**src/hdl/spnr_pkg.sv**
```systemverilog
`default_nettype none

package spnr_pkg;

  localparam int CFG_DATA_W = 14;
  localparam int WLEN_W     = 7;
  localparam int PCT_W      = 14;

  localparam logic [WLEN_W-1:0] WLEN_RESET = 7'd20;
  localparam logic [PCT_W-1:0]  PCT_RESET  = 14'd5000;

  // floor(v / 10000) as (v * RANK_RECIP) >> RANK_SHIFT, exact for v below 2**26
  localparam int                  RANK_SHIFT = 40;
  localparam int                  RECIP_W    = 27;
  localparam logic [RECIP_W-1:0]  RANK_RECIP = 27'd109951163;

  typedef enum logic {
    REG_WINDOW_LENGTH = 1'b0,
    REG_RANK_PCT      = 1'b1
  } cfg_reg_e;

  typedef enum logic {
    OP_PUSH   = 1'b0,
    OP_REVISE = 1'b1
  } op_e;

  typedef enum logic [2:0] {
    CMD_HOLD        = 3'd0,
    CMD_MARK_PUSH   = 3'd1,
    CMD_MARK_REVISE = 3'd2,
    CMD_SHIFT       = 3'd3,
    CMD_INSERT      = 3'd4
  } cell_cmd_e;

  typedef struct packed {
    cell_cmd_e cmd;
    logic      occupied;
    logic      shift;
  } cell_ctl_t;

endpackage

`default_nettype wire

```
**src/hdl/spnr_cell.sv**
```systemverilog
`default_nettype none

module spnr_cell #(
  parameter int SAMPLE_WIDTH = 32,
  parameter int AGE_W        = 6,
  parameter int CNT_W        = 7
) (
  input  wire logic                    clk_i,
  input  wire logic                    rst_ni,
  input  spnr_pkg::cell_ctl_t          ctl_i,
  input  wire logic [CNT_W-1:0]        keep_i,
  input  wire logic [SAMPLE_WIDTH-1:0] new_sample_i,
  input  wire logic                    left_gt_i,
  input  wire logic [SAMPLE_WIDTH-1:0] left_sample_i,
  input  wire logic [AGE_W-1:0]        left_age_i,
  input  wire logic [SAMPLE_WIDTH-1:0] right_sample_i,
  input  wire logic [AGE_W-1:0]        right_age_i,
  input  wire logic                    right_evict_i,
  output logic                         gt_o,
  output logic [SAMPLE_WIDTH-1:0]      sample_o,
  output logic [AGE_W-1:0]             age_o,
  output logic                         evict_o
);

  logic [SAMPLE_WIDTH-1:0] sample_q, sample_d;
  logic [AGE_W-1:0]        age_q, age_d;
  logic                    evict_q, evict_d;

  // empty cells count as above any new sample
  assign gt_o     = !ctl_i.occupied || ($signed(sample_q) > $signed(new_sample_i));
  assign sample_o = sample_q;
  assign age_o    = age_q;
  assign evict_o  = evict_q;

  always_comb begin
    sample_d = sample_q;
    age_d    = age_q;
    evict_d  = evict_q;
    unique case (ctl_i.cmd)
      spnr_pkg::CMD_MARK_PUSH: begin
        evict_d = 1'b0;
        if (ctl_i.occupied) begin
          if (CNT_W'(age_q) >= keep_i) begin
            evict_d = 1'b1;
          end else begin
            age_d = age_q + AGE_W'(1);
          end
        end
      end
      spnr_pkg::CMD_MARK_REVISE: begin
        evict_d = ctl_i.occupied && (age_q == '0);
      end
      spnr_pkg::CMD_SHIFT: begin
        if (ctl_i.shift) begin
          sample_d = right_sample_i;
          age_d    = right_age_i;
          evict_d  = right_evict_i;
        end
      end
      spnr_pkg::CMD_INSERT: begin
        evict_d = 1'b0;
        if (gt_o) begin
          if (left_gt_i) begin
            sample_d = left_sample_i;
            age_d    = left_age_i;
          end else begin
            sample_d = new_sample_i;
            age_d    = '0;
          end
        end
      end
      default: begin
        sample_d = sample_q;
      end
    endcase
  end

  always_ff @(posedge clk_i or negedge rst_ni) begin
    if (!rst_ni) begin
      evict_q <= 1'b0;
    end else begin
      evict_q <= evict_d;
    end
  end

  always_ff @(posedge clk_i) begin
    sample_q <= sample_d;
    age_q    <= age_d;
  end

endmodule

`default_nettype wire

```
**config.mk**
```make
export PLATFORM = sky130hd
export DESIGN_NAME = spnr_cell
export DESIGN_NICKNAME = d
export VERILOG_FILES = /design/src/hdl/spnr_pkg.sv /design/src/hdl/spnr_cell.sv
export SDC_FILE = /design/constraint.sdc
export NUM_CORES = 1
export LEC_CHECK = 0
export ABC_AREA = 1
export BUFFER_PORTS_ARGS = -buffer_cell sky130_fd_sc_hd__buf_2
export CAP_MARGIN = 20
export CORE_ASPECT_RATIO = 1.4
export CORE_MARGIN = 10
export CORE_UTILIZATION = 42
export CTS_CLUSTER_DIAMETER = 50
export CTS_CLUSTER_SIZE = 30
export DETAILED_ROUTE_END_ITERATION = 8
export PLACE_DENSITY = 0.75
export SLEW_MARGIN = 25
export SYNTH_ARGS = -nofsm -noshare
export SYNTH_HDL_FRONTEND = slang
export SYNTH_SLANG_ARGS = --single-unit
```
**constraint.sdc**
```tcl
create_clock -name clk_i -period 2.4 [get_ports clk_i]
set_clock_uncertainty 0.15 [all_clocks]
set_input_delay 0.48 -clock clk_i [delete_from_list [all_inputs] [get_ports clk_i]]
set_output_delay 0.48 -clock clk_i [all_outputs]
set_load 0.005 [all_outputs]
```
==> metrics.txt, run 1 <==
Slew @ Worst Pin 0.591 ns; CTS Buf Count 5; layout cell share with drive strength beyond 1 40.2%; mean post-synth cell area 7.24 um2; final design utilization 61.6%; Final WS setup -0.145 ns; area leader, netlist edfxtp_1; setup violators final 1; Max-slew headroom 60.6%; CP Capture Type primary output; # IOs 164; r2r startpoint sample_o[13]; DRT Pass-1 Iters 4; initial antenna violation count 0; chip width 94.6 um; YS warnings 0; met2 usage 32.5%; pwr dens 396 nW/um2; top post-synthesis cells by area edfxtp_1, nand2_1, ha_1; Remaining Overflow, GRT 0; Post-synth EDFFs 38; Post-synth ARST share 2.56%; GR peak layer met2; Tot Pwr 0.00187 W; most frequent cells in the layout nand2_1, buf_2, edfxtp_1, inv_1, o21ai_0; Reg-to-Reg End sample_o[17]; Final HPWL DP 8.64 mm; Die Ht 124 um; vias in the first global route 3,723; final wirelength 10.2 mm; Antenna Nets Post-Route 0; most common cell after layout, fill and taps aside nand2_1; Core Area 7650 um2; Die Area 11,800 um2; Vias 3,504; Max Buffers Root-to-Sink 2; critical path arrival 1.91 ns; fraction of synthesized cell area taken by the top area cell type 34.9%; Antenna diodes 0; Row Count 38; remaining routing DRC violations 0; Yosys cell types 30; flop2flop setup slack 0.04 ns; crit path capture gt_o; Max Cap Viol 0; Lkg Pwr 2.44 nW; Synthesized Nets 616; register bit total from synthesis 39; CTS tree built; Synth Flop Type edfxtp_1; outcome finished, violations left; Hold Crit Class in2reg; Netlist Area Pre-Place 3270 um2; Final Hold Viols 0; clk slew on worst S/H paths 0.07 ns; drt wl/cell 14.0 um; first-pass GRT wire length 16.6 mm; met1 usage 16.9%; Reg2Reg Depth 13; RePlAce Congestion 0.827; failing checks negative setup slack; crit share post-route 106%; worst-skew pair later-pin latency 0.29 ns; Initial Util 42.7%; port bufs 163; Num Clock Sinks 39; Final nets 793; met3 usage 4.34%; worst endpoint required time 1.77 ns; CP Class reg2out; P&R area growth vs syn 44.1%; Tmin final 2.54 ns; H-tree Lvls 2; RSZ-0062 raised after global routing true; Avg Vias per Cell 4.80; Slew Limit Fails 0; drt initial violations 140; root buf cell clkbuf_8; GRT Util Overall 17.0%; largest net degree at the start of global routing 46; crit path launch sample_o[13]; crit start category flip-flop; fmax 0.393 GHz; cells after synthesis 452; register area share after synthesis 35.6%; CP max FO 2; peak supply drop 0.000254 V
[critical path, stage by stage, from the launching register on]
cell and delay, ns:
edfxtp_1 0.44, ha_4 0.26, a21oi_1 0.16, o21ai_1 0.08
a21oi_1 0.16, nand2_2 0.07, nand2_2 0.08, nand2_1 0.05
nand2_1 0.06, nand3_2 0.07, nand2_1 0.06, buf_2 0.13
[cells by family after synthesis]
kind of cell             synth area share (%)
AO/OA/AOI/OAI                            11.9
AND/OR/NAND/NOR                          28.2
adder cells (fa/ha/maj)                  15.3
buffers and inverters                    8.95
flip-flops                               35.6
[per-layer routing]
metal  part of all wire [%]  wire length (um)
met5                      0                 0
met3                    5.9               600
met4                    1.7               171
met2                     55              5640
met1                     37              3780
[sequential cells by signal, summed over array words and instances, names as in the netlist]
register  flops
age_o         6
sample_o     32
evict_o       1
[Yosys cell counts, types with 2 or more instances]
master	n
a21o_1	2
a21oi_1	17
buf_1	3
buf_2	3
clkbuf_1	7
edfxtp_1	38
ha_1	40
inv_1	59
inv_2	5
nand2_1	186
nand3_1	11
nand4_1	4
nor2_1	13
nor3_1	5
nor3_4	2
o211ai_1	4
o21a_1	2
o21ai_0	39
[metrics by stage]
| stage | instances | setup TNS (ns) | area [um2] | worst slack, ns | hold slack (ns) |
|---|---|---|---|---|---|
| 4_1_cts | 729 | -0.143 | 4690 | -0.143 | 0.298 |
| 3_3_place_gp | 718 | -5.81 | 4570 | -0.162 | 0.109 |
| 5_1_grt | 730 | -5.21 | 4710 | -0.321 | 0.304 |
| 3_5_place_dp | 718 | -6.66 | 4570 | -0.185 | 0.113 |
| 6_report | 730 | -0.145 | 4710 | -0.145 | 0.305 |
| 2_1_floorplan | 452 | -4.54 | 3530 | -0.142 | 0.0344 |
[report_power, final]
part / total (W) / internal, W / switching [W] / leakage, nW
sequential: 0.000843 / 0.000809 / 0.0000339 / 0.370
clock: 0.000416 / 0.000198 / 0.000218 / 0.0403
combinational: 0.000608 / 0.000288 / 0.000319 / 2.03
total: 0.00187 / 0.00130 / 0.000571 / 2.44
[final cells by class]
cell class	instances	area, um2
well taps	100	125
inverters	64	282
clock buffers	6	72.6
clock inverters	2	7.51
flip-flops and latches	39	1170
multi-input cells	336	2050
repair buffers	183	1010
fillers	707	2940
[worst min path at each step]
stage	end	startpoint	cells after the start	slack [ns]
final	sample_o[21]	right_sample_i[21]	3	0.31
after global placement	evict_o	rst_ni	1	0.11
after floorplan	evict_o	rst_ni	0	0.03
after detailed placement	evict_o	rst_ni	1	0.11
after global routing	sample_o[23]	right_sample_i[23]	3	0.30
after CTS	sample_o[16]	right_sample_i[16]	3	0.30
[repair_timing]
| item | 4_1_cts | 5_1_grt |
|---|---|---|
| resized for setup | 2 | 9 |
| setup endpoints to repair | 39 | 39 |
| endpoints found under the hold margin | 1 | 0 |
| hold buffers | 1 | 0 |
| pin swaps | 10 | 4 |
| setup buffers | 2 | 1 |
| gates cloned | 0 | 0 |
(Power assumes the default switching activity.)
==> inputs of run 2 (changes only) <==
==> constraint.sdc (replaced) <==
create_clock -name clk_i -period 2.4 [get_ports clk_i]
set_clock_uncertainty 0.15 [all_clocks]
set_input_delay 0.12 -clock clk_i [delete_from_list [all_inputs] [get_ports clk_i]]
set_output_delay 0.12 -clock clk_i [all_outputs]
set_load 0.005 [all_outputs]
==> metrics.txt, run 2 (same netlist as run 1, synthesis figures left out) <==
outcome finished, violations left; failing checks negative setup slack; critical path arrival 2.32 ns; Remaining Overflow, GRT 0; hold-critical path depth 3; chip width 94.6 um; pwr dens 387 nW/um2; remaining routing DRC violations 0; Max-slew headroom 59.5%; flop2flop setup slack -0.008 ns; layout cell share with drive strength beyond 1 32.5%; HP Start right_age_i[0]; clk slew on worst S/H paths 0.08 ns; Final Hold Viols 0; Reg-to-Reg End sample_o[8]; Initial Util 42.7%; Largest register FFs 32; H-tree Lvls 2; Slew @ Worst Pin 0.606 ns; Lkg Pwr 2.60 nW; CP cell instances ha_4, nand2_1, nor2_2, nand4_1, nor2_2, nand2_1, nand2_1, nand2_1, nand3_2, nand3_2, nand2_2, clkinvlp_4, clkbuf_16; CP max FO 6; Vias 3,739; Final HPWL DP 8.48 mm; P&R area growth vs syn 51.7%; port bufs 163; largest stage delay on the critical path 0.44 ns; most common cell after layout, fill and taps aside nand2_1; Antenna Nets Post-Route 0; CTS Buf Count 5; CP dominant cell by count nand2_1; Final nets 827; post-route cell area 4960 um2; fmax 0.415 GHz; drt initial violations 156; Hold Crit Class in2reg; Die Area 11,800 um2; Row Count 38; Slew Limit Fails 0; slowest CP cell edfxtp_1; r2r startpoint sample_o[23]; Max Cap Viol 0; first-pass GRT wire length 17.6 mm; initial antenna violation count 1; worst hold path endpoint age_o[0]; drt wl/cell 14.9 um; Cell Area, Placed 4250 um2; Tmin final 2.41 ns; RePlAce Congestion 0.834; worst-skew pair later-pin latency 0.29 ns; Num Clock Sinks 39; largest net degree at the start of global routing 66; worst endpoint required time 2.31 ns; final wirelength 11.4 mm; most frequent cells in the layout nand2_1, buf_2, inv_1, dlygate4sd3_1; root buf cell clkbuf_8; Final WS setup -0.00821 ns; peak supply drop 0.000281 V; setup violators final 11; crit share post-route 100%; Die Ht 124 um; WP buf/inv 2; CP Capture Type flip-flop; DRT Pass-1 Iters 4; Avg Vias per Cell 4.89; RSZ-0062 raised after global routing true; Reg2Reg Depth 13; # IOs 164; Core Area 7650 um2; delay-heaviest family, CP simple AND/OR/NAND/NOR gates; Max Buffers Root-to-Sink 2; Filler Cell Count 660; CP Class reg2reg; vias in the first global route 3,839; GRT Util Overall 18.2%; pre-CTS WS 0.0334 ns; CTS tree built; crit start category flip-flop
## run 2: cell types whose count changed in the layout (fill, tap and decap cells not counted), moves of 3 or more
cell           change
ha_1               +6
inv_1             +20
dlygate4sd3_1     +41
nand2_2            -6
inv_2             -13
inv_4              -3
ha_4               -6
nand2_1            +6
buf_4              -8
## run 2: routing by layer
metal / GRT usage (%) / share of wire [%] / vias up
li1: - / - / 1893
met1: 16.9 / 34 / 1686
met2: 35.7 / 56 / 141
met3: 4.70 / 6.9 / 19
met4: 6.45 / 2.8 / 0
met5: 0 / 0 / -
## run 2: per-stage QoR
step / hold WS (ns) / power, W / util (%) / setup TNS, ns / instances
5_1_grt: 0.00776 / 0.00204 / 64.9 / -6.14 / 765
6_report: 0.00448 / 0.00192 / 64.9 / -0.0154 / 765
4_1_cts: 0.000328 / 0.00187 / 62.1 / 0 / 760
2_1_floorplan: -0.326 / 0.00114 / - / -2.80 / 452
3_5_place_dp: -0.247 / 0.00139 / 55.6 / 0 / 710
3_3_place_gp: -0.250 / 0.00137 / 55.6 / 0 / 710
## run 2: how the worst max path moves through the flow
stage,start,to,slack (ns),cells past startpoint
CTS,sample_o[23],sample_o[28],0.005,13
detailed placement,sample_o[7],sample_o[25],0.03,15
floorplan,sample_o[23],sample_o[0],-0.09,12
global placement,sample_o[23],sample_o[22],0.05,13
global route,sample_o[29],sample_o[8],-0.20,13
finish,sample_o[23],sample_o[8],-0.008,13
## run 2: area by class of cell
cell class              count  area (um2)  share of cell area (%)
multi-input cells         336        1960                    39.6
well taps                 100         125                    2.52
flip-flops and latches     39        1170                    23.5
clock inverters             1        5.00                   0.101
diodes                      1        2.50                  0.0504
inverters                  64         244                    4.91
clock buffers               7        76.3                    1.54
repair buffers            217        1380                    27.8
## run 2: timing repair
item / CTS / global route
hold endpoints to repair: 38 / 0
gates resized for setup: 0 / 22
hold buffers: 42 / 0
endpoints found under the setup margin: 0 / 38
buffers inserted: 0 / 1
## run 2: power by group
group / switching (W) / total (W) / internal, W
Clock: 0.000227 / 0.000431 / 0.000204
Sequential: 0.0000312 / 0.000840 / 0.000809
Combinational: 0.000326 / 0.000649 / 0.000323
## run 2: worst register-to-register path, stage by stage (launching register included)
cell and delay (ns):
edfxtp_1 0.44, ha_4 0.30, nand2_1 0.09, nor2_2 0.11, nand4_1 0.11, nor2_2 0.12
nand2_1 0.08, nand2_1 0.06, nand2_1 0.06, nand3_2 0.07, nand3_2 0.08, nand2_2 0.09
clkinvlp_4 0.20, clkbuf_16 0.23
==> inputs of run 3 (changes only) <==
--- a/config.mk
+++ b/config.mk
@@ -5,7 +5,6 @@
 export SDC_FILE = /design/constraint.sdc
 export NUM_CORES = 1
 export LEC_CHECK = 0
-export ABC_AREA = 1
 export BUFFER_PORTS_ARGS = -buffer_cell sky130_fd_sc_hd__buf_2
 export CAP_MARGIN = 20
 export CORE_ASPECT_RATIO = 1.4
@@ -14,7 +13,7 @@
 export CTS_CLUSTER_DIAMETER = 50
 export CTS_CLUSTER_SIZE = 30
 export DETAILED_ROUTE_END_ITERATION = 8
-export PLACE_DENSITY = 0.75
+export PLACE_DENSITY_LB_ADDON = 0.2
 export SLEW_MARGIN = 25
 export SYNTH_ARGS = -nofsm -noshare
 export SYNTH_HDL_FRONTEND = slang
==> metrics.txt, run 3 <==
outcome finished, violations left; failing checks negative setup slack; peak supply drop 0.000319 V; clk slew on worst S/H paths 0.08 ns; fraction of synthesized cell area taken by the top area cell type 36.6%; # IOs 164; Core Area 7310 um2; CP Capture Type flip-flop; Die Area 11,300 um2; Max Buffers Root-to-Sink 2; initial antenna violation count 0; layout cell share with drive strength beyond 1 41.7%; Row Count 37; setup violators final 39; Synth top cells by count a21oi_1, inv_1, ha_1; YS warnings 0; register bit total from synthesis 39; Final HPWL DP 8.49 mm; CTS Buf Count 5; Filler Cell Count 662; CP max FO 5; Tmin final 2.86 ns; Slew @ Worst Pin 0.552 ns; post-route cell area 4580 um2; most numerous cell in the Yosys netlist a21oi_1; port bufs 163; Slew Limit Fails 0; pre-CTS WS -0.398 ns; mean post-synth cell area 9.40 um2; Netlist Area Pre-Place 3120 um2; Initial Util 42.7%; Cell Area, Placed 4310 um2; GRT Util Overall 17.2%; drt initial violations 117; DRT Pass-1 Iters 4; RePlAce Congestion 0.811; Final nets 702; worst-skew pair later-pin latency 0.29 ns; Tot Pwr 0.00189 W; final design utilization 62.7%; critical path arrival 2.71 ns; P&R area growth vs syn 46.8%; placed cell count 614; area leader, netlist edfxtp_1; final wirelength 10.2 mm; Avg Vias per Cell 5.01; Num Clock Sinks 39; Antenna diodes 0; area of the multi-input gates 1840 um2; Seq. cell area 1170 um2; Max Cap Viol 0; vias in the first global route 3,413; top post-synthesis cells by area edfxtp_1, ha_1, mux2i_1; Post-synth EDFFs 38; Largest register FFs 32; Post-synth ARST share 2.56%; Synthesized Nets 496; Max-slew headroom 63.2%; register area share after synthesis 37.4%; Remaining Overflow, GRT 0; worst endpoint required time 2.26 ns; Die Ht 122 um; Antenna Nets Post-Route 0; RSZ-0062 raised after global routing true; Vias 3,188; Synth Flop Type edfxtp_1; drt wl/cell 16.0 um; pwr dens 413 nW/um2; first-pass GRT wire length 16.0 mm; Hold Crit Class in2reg; Lkg Pwr 2.31 nW; Final WS setup -0.455 ns; H-tree Lvls 2; crit start category flip-flop; cells after synthesis 332; Final Hold Viols 0; crit share post-route 119%; CTS tree built; CP Class reg2reg; most common cell after layout, fill and taps aside buf_2; most frequent cells in the layout buf_2, a21oi_1, inv_1, edfxtp_1, buf_4; chip width 92.9 um; root buf cell clkbuf_8; fmax 0.350 GHz; remaining routing DRC violations 0; post-route non-filler standard cell count 636; Yosys cell types 42; largest net degree at the start of global routing 37
run 3: cell count changes after synthesis, sizes merged, moves of 4 or more:
cell and change:
mux2i +32, a31oi +4, inv -23, nand3 -4, o21ai -31, nand2 -177, nor2b +6, a21oi +29
a32oi +6, nor2 +23
run 3: critical path, stage by stage (launching register included):
cell,delay [ns]
edfxtp_1,0.43
ha_4,0.24
a21o_1,0.17
a221o_1,0.35
a221oi_2,0.24
a31oi_2,0.14
nor3_2,0.30
nor3_4,0.10
nor3_4,0.19
buf_4,0.15
buf_6,0.11
run 3: path summary, 6_finish.rpt:
kind	startpoint	endpoint	slack, ns	depth (start not counted)
worst min register to register	evict_o	evict_o	0.39	2
worst max register to register	sample_o[5]	sample_o[8]	-0.46	10
min in group asynchronous	rst_ni	evict_o	0.50	3
worst min-delay path	right_sample_i[6]	sample_o[6]	0.005	3
max in group asynchronous	rst_ni	evict_o	1.50	3
worst max-delay path	sample_o[5]	sample_o[8]	-0.46	10
run 3: repair_timing:
action | 4_1_cts | 5_1_grt
gates resized for setup | 1 | 9
hold buffers | 9 | 0
cloned | 0 | 1
hold endpoints to repair | 8 | 0
endpoints found under the setup margin | 39 | 39
setup buffers | 1 | 3
pin swaps | 0 | 1
run 3: where the power goes:
group | total (W) | switching [W] | internal [W]
Sequential | 0.000835 | 0.0000251 | 0.000809
Clock | 0.000438 | 0.000235 | 0.000203
Combinational | 0.000620 | 0.000301 | 0.000319
run 3: area by class of cell:
type | count | area share [%]
well taps | 97 | 2.65
flip-flops and latches | 39 | 25.4
inverters | 41 | 3.36
multi-input cells | 239 | 40.2
clock inverters | 2 | 0.273
clock buffers | 6 | 1.58
repair buffers | 212 | 26.5
run 3: per-stage QoR:
stage | setup TNS [ns] | hold WS [ns]
after detailed placement | -15.03 | -0.254
after CTS | -15.57 | 0.00161
final | -17.36 | 0.00492
after global placement | -12.39 | -0.254
after floorplan | -26.44 | -0.326
after global routing | -22.81 | 0.0115
run 3: layer usage:
metal / global-route usage, % / routed length, um
met4: 3.29 / 119
met5: 0 / 0
met3: 5.05 / 767
met2: 32.8 / 5420
met1: 18.1 / 3900
run 3: logic make-up after synthesis:
group | count (synthesis) | synth area share [%]
xor gates and xnor gates | 4 | 1.12
AOI/OAI and AO/OA | 80 | 15.5
DFF | 39 | 37.4
muxes | 32 | 10.3
adders and majority gates | 40 | 16.0
buffers and inverters | 54 | 6.53
and+or+nand+nor | 83 | 13.2
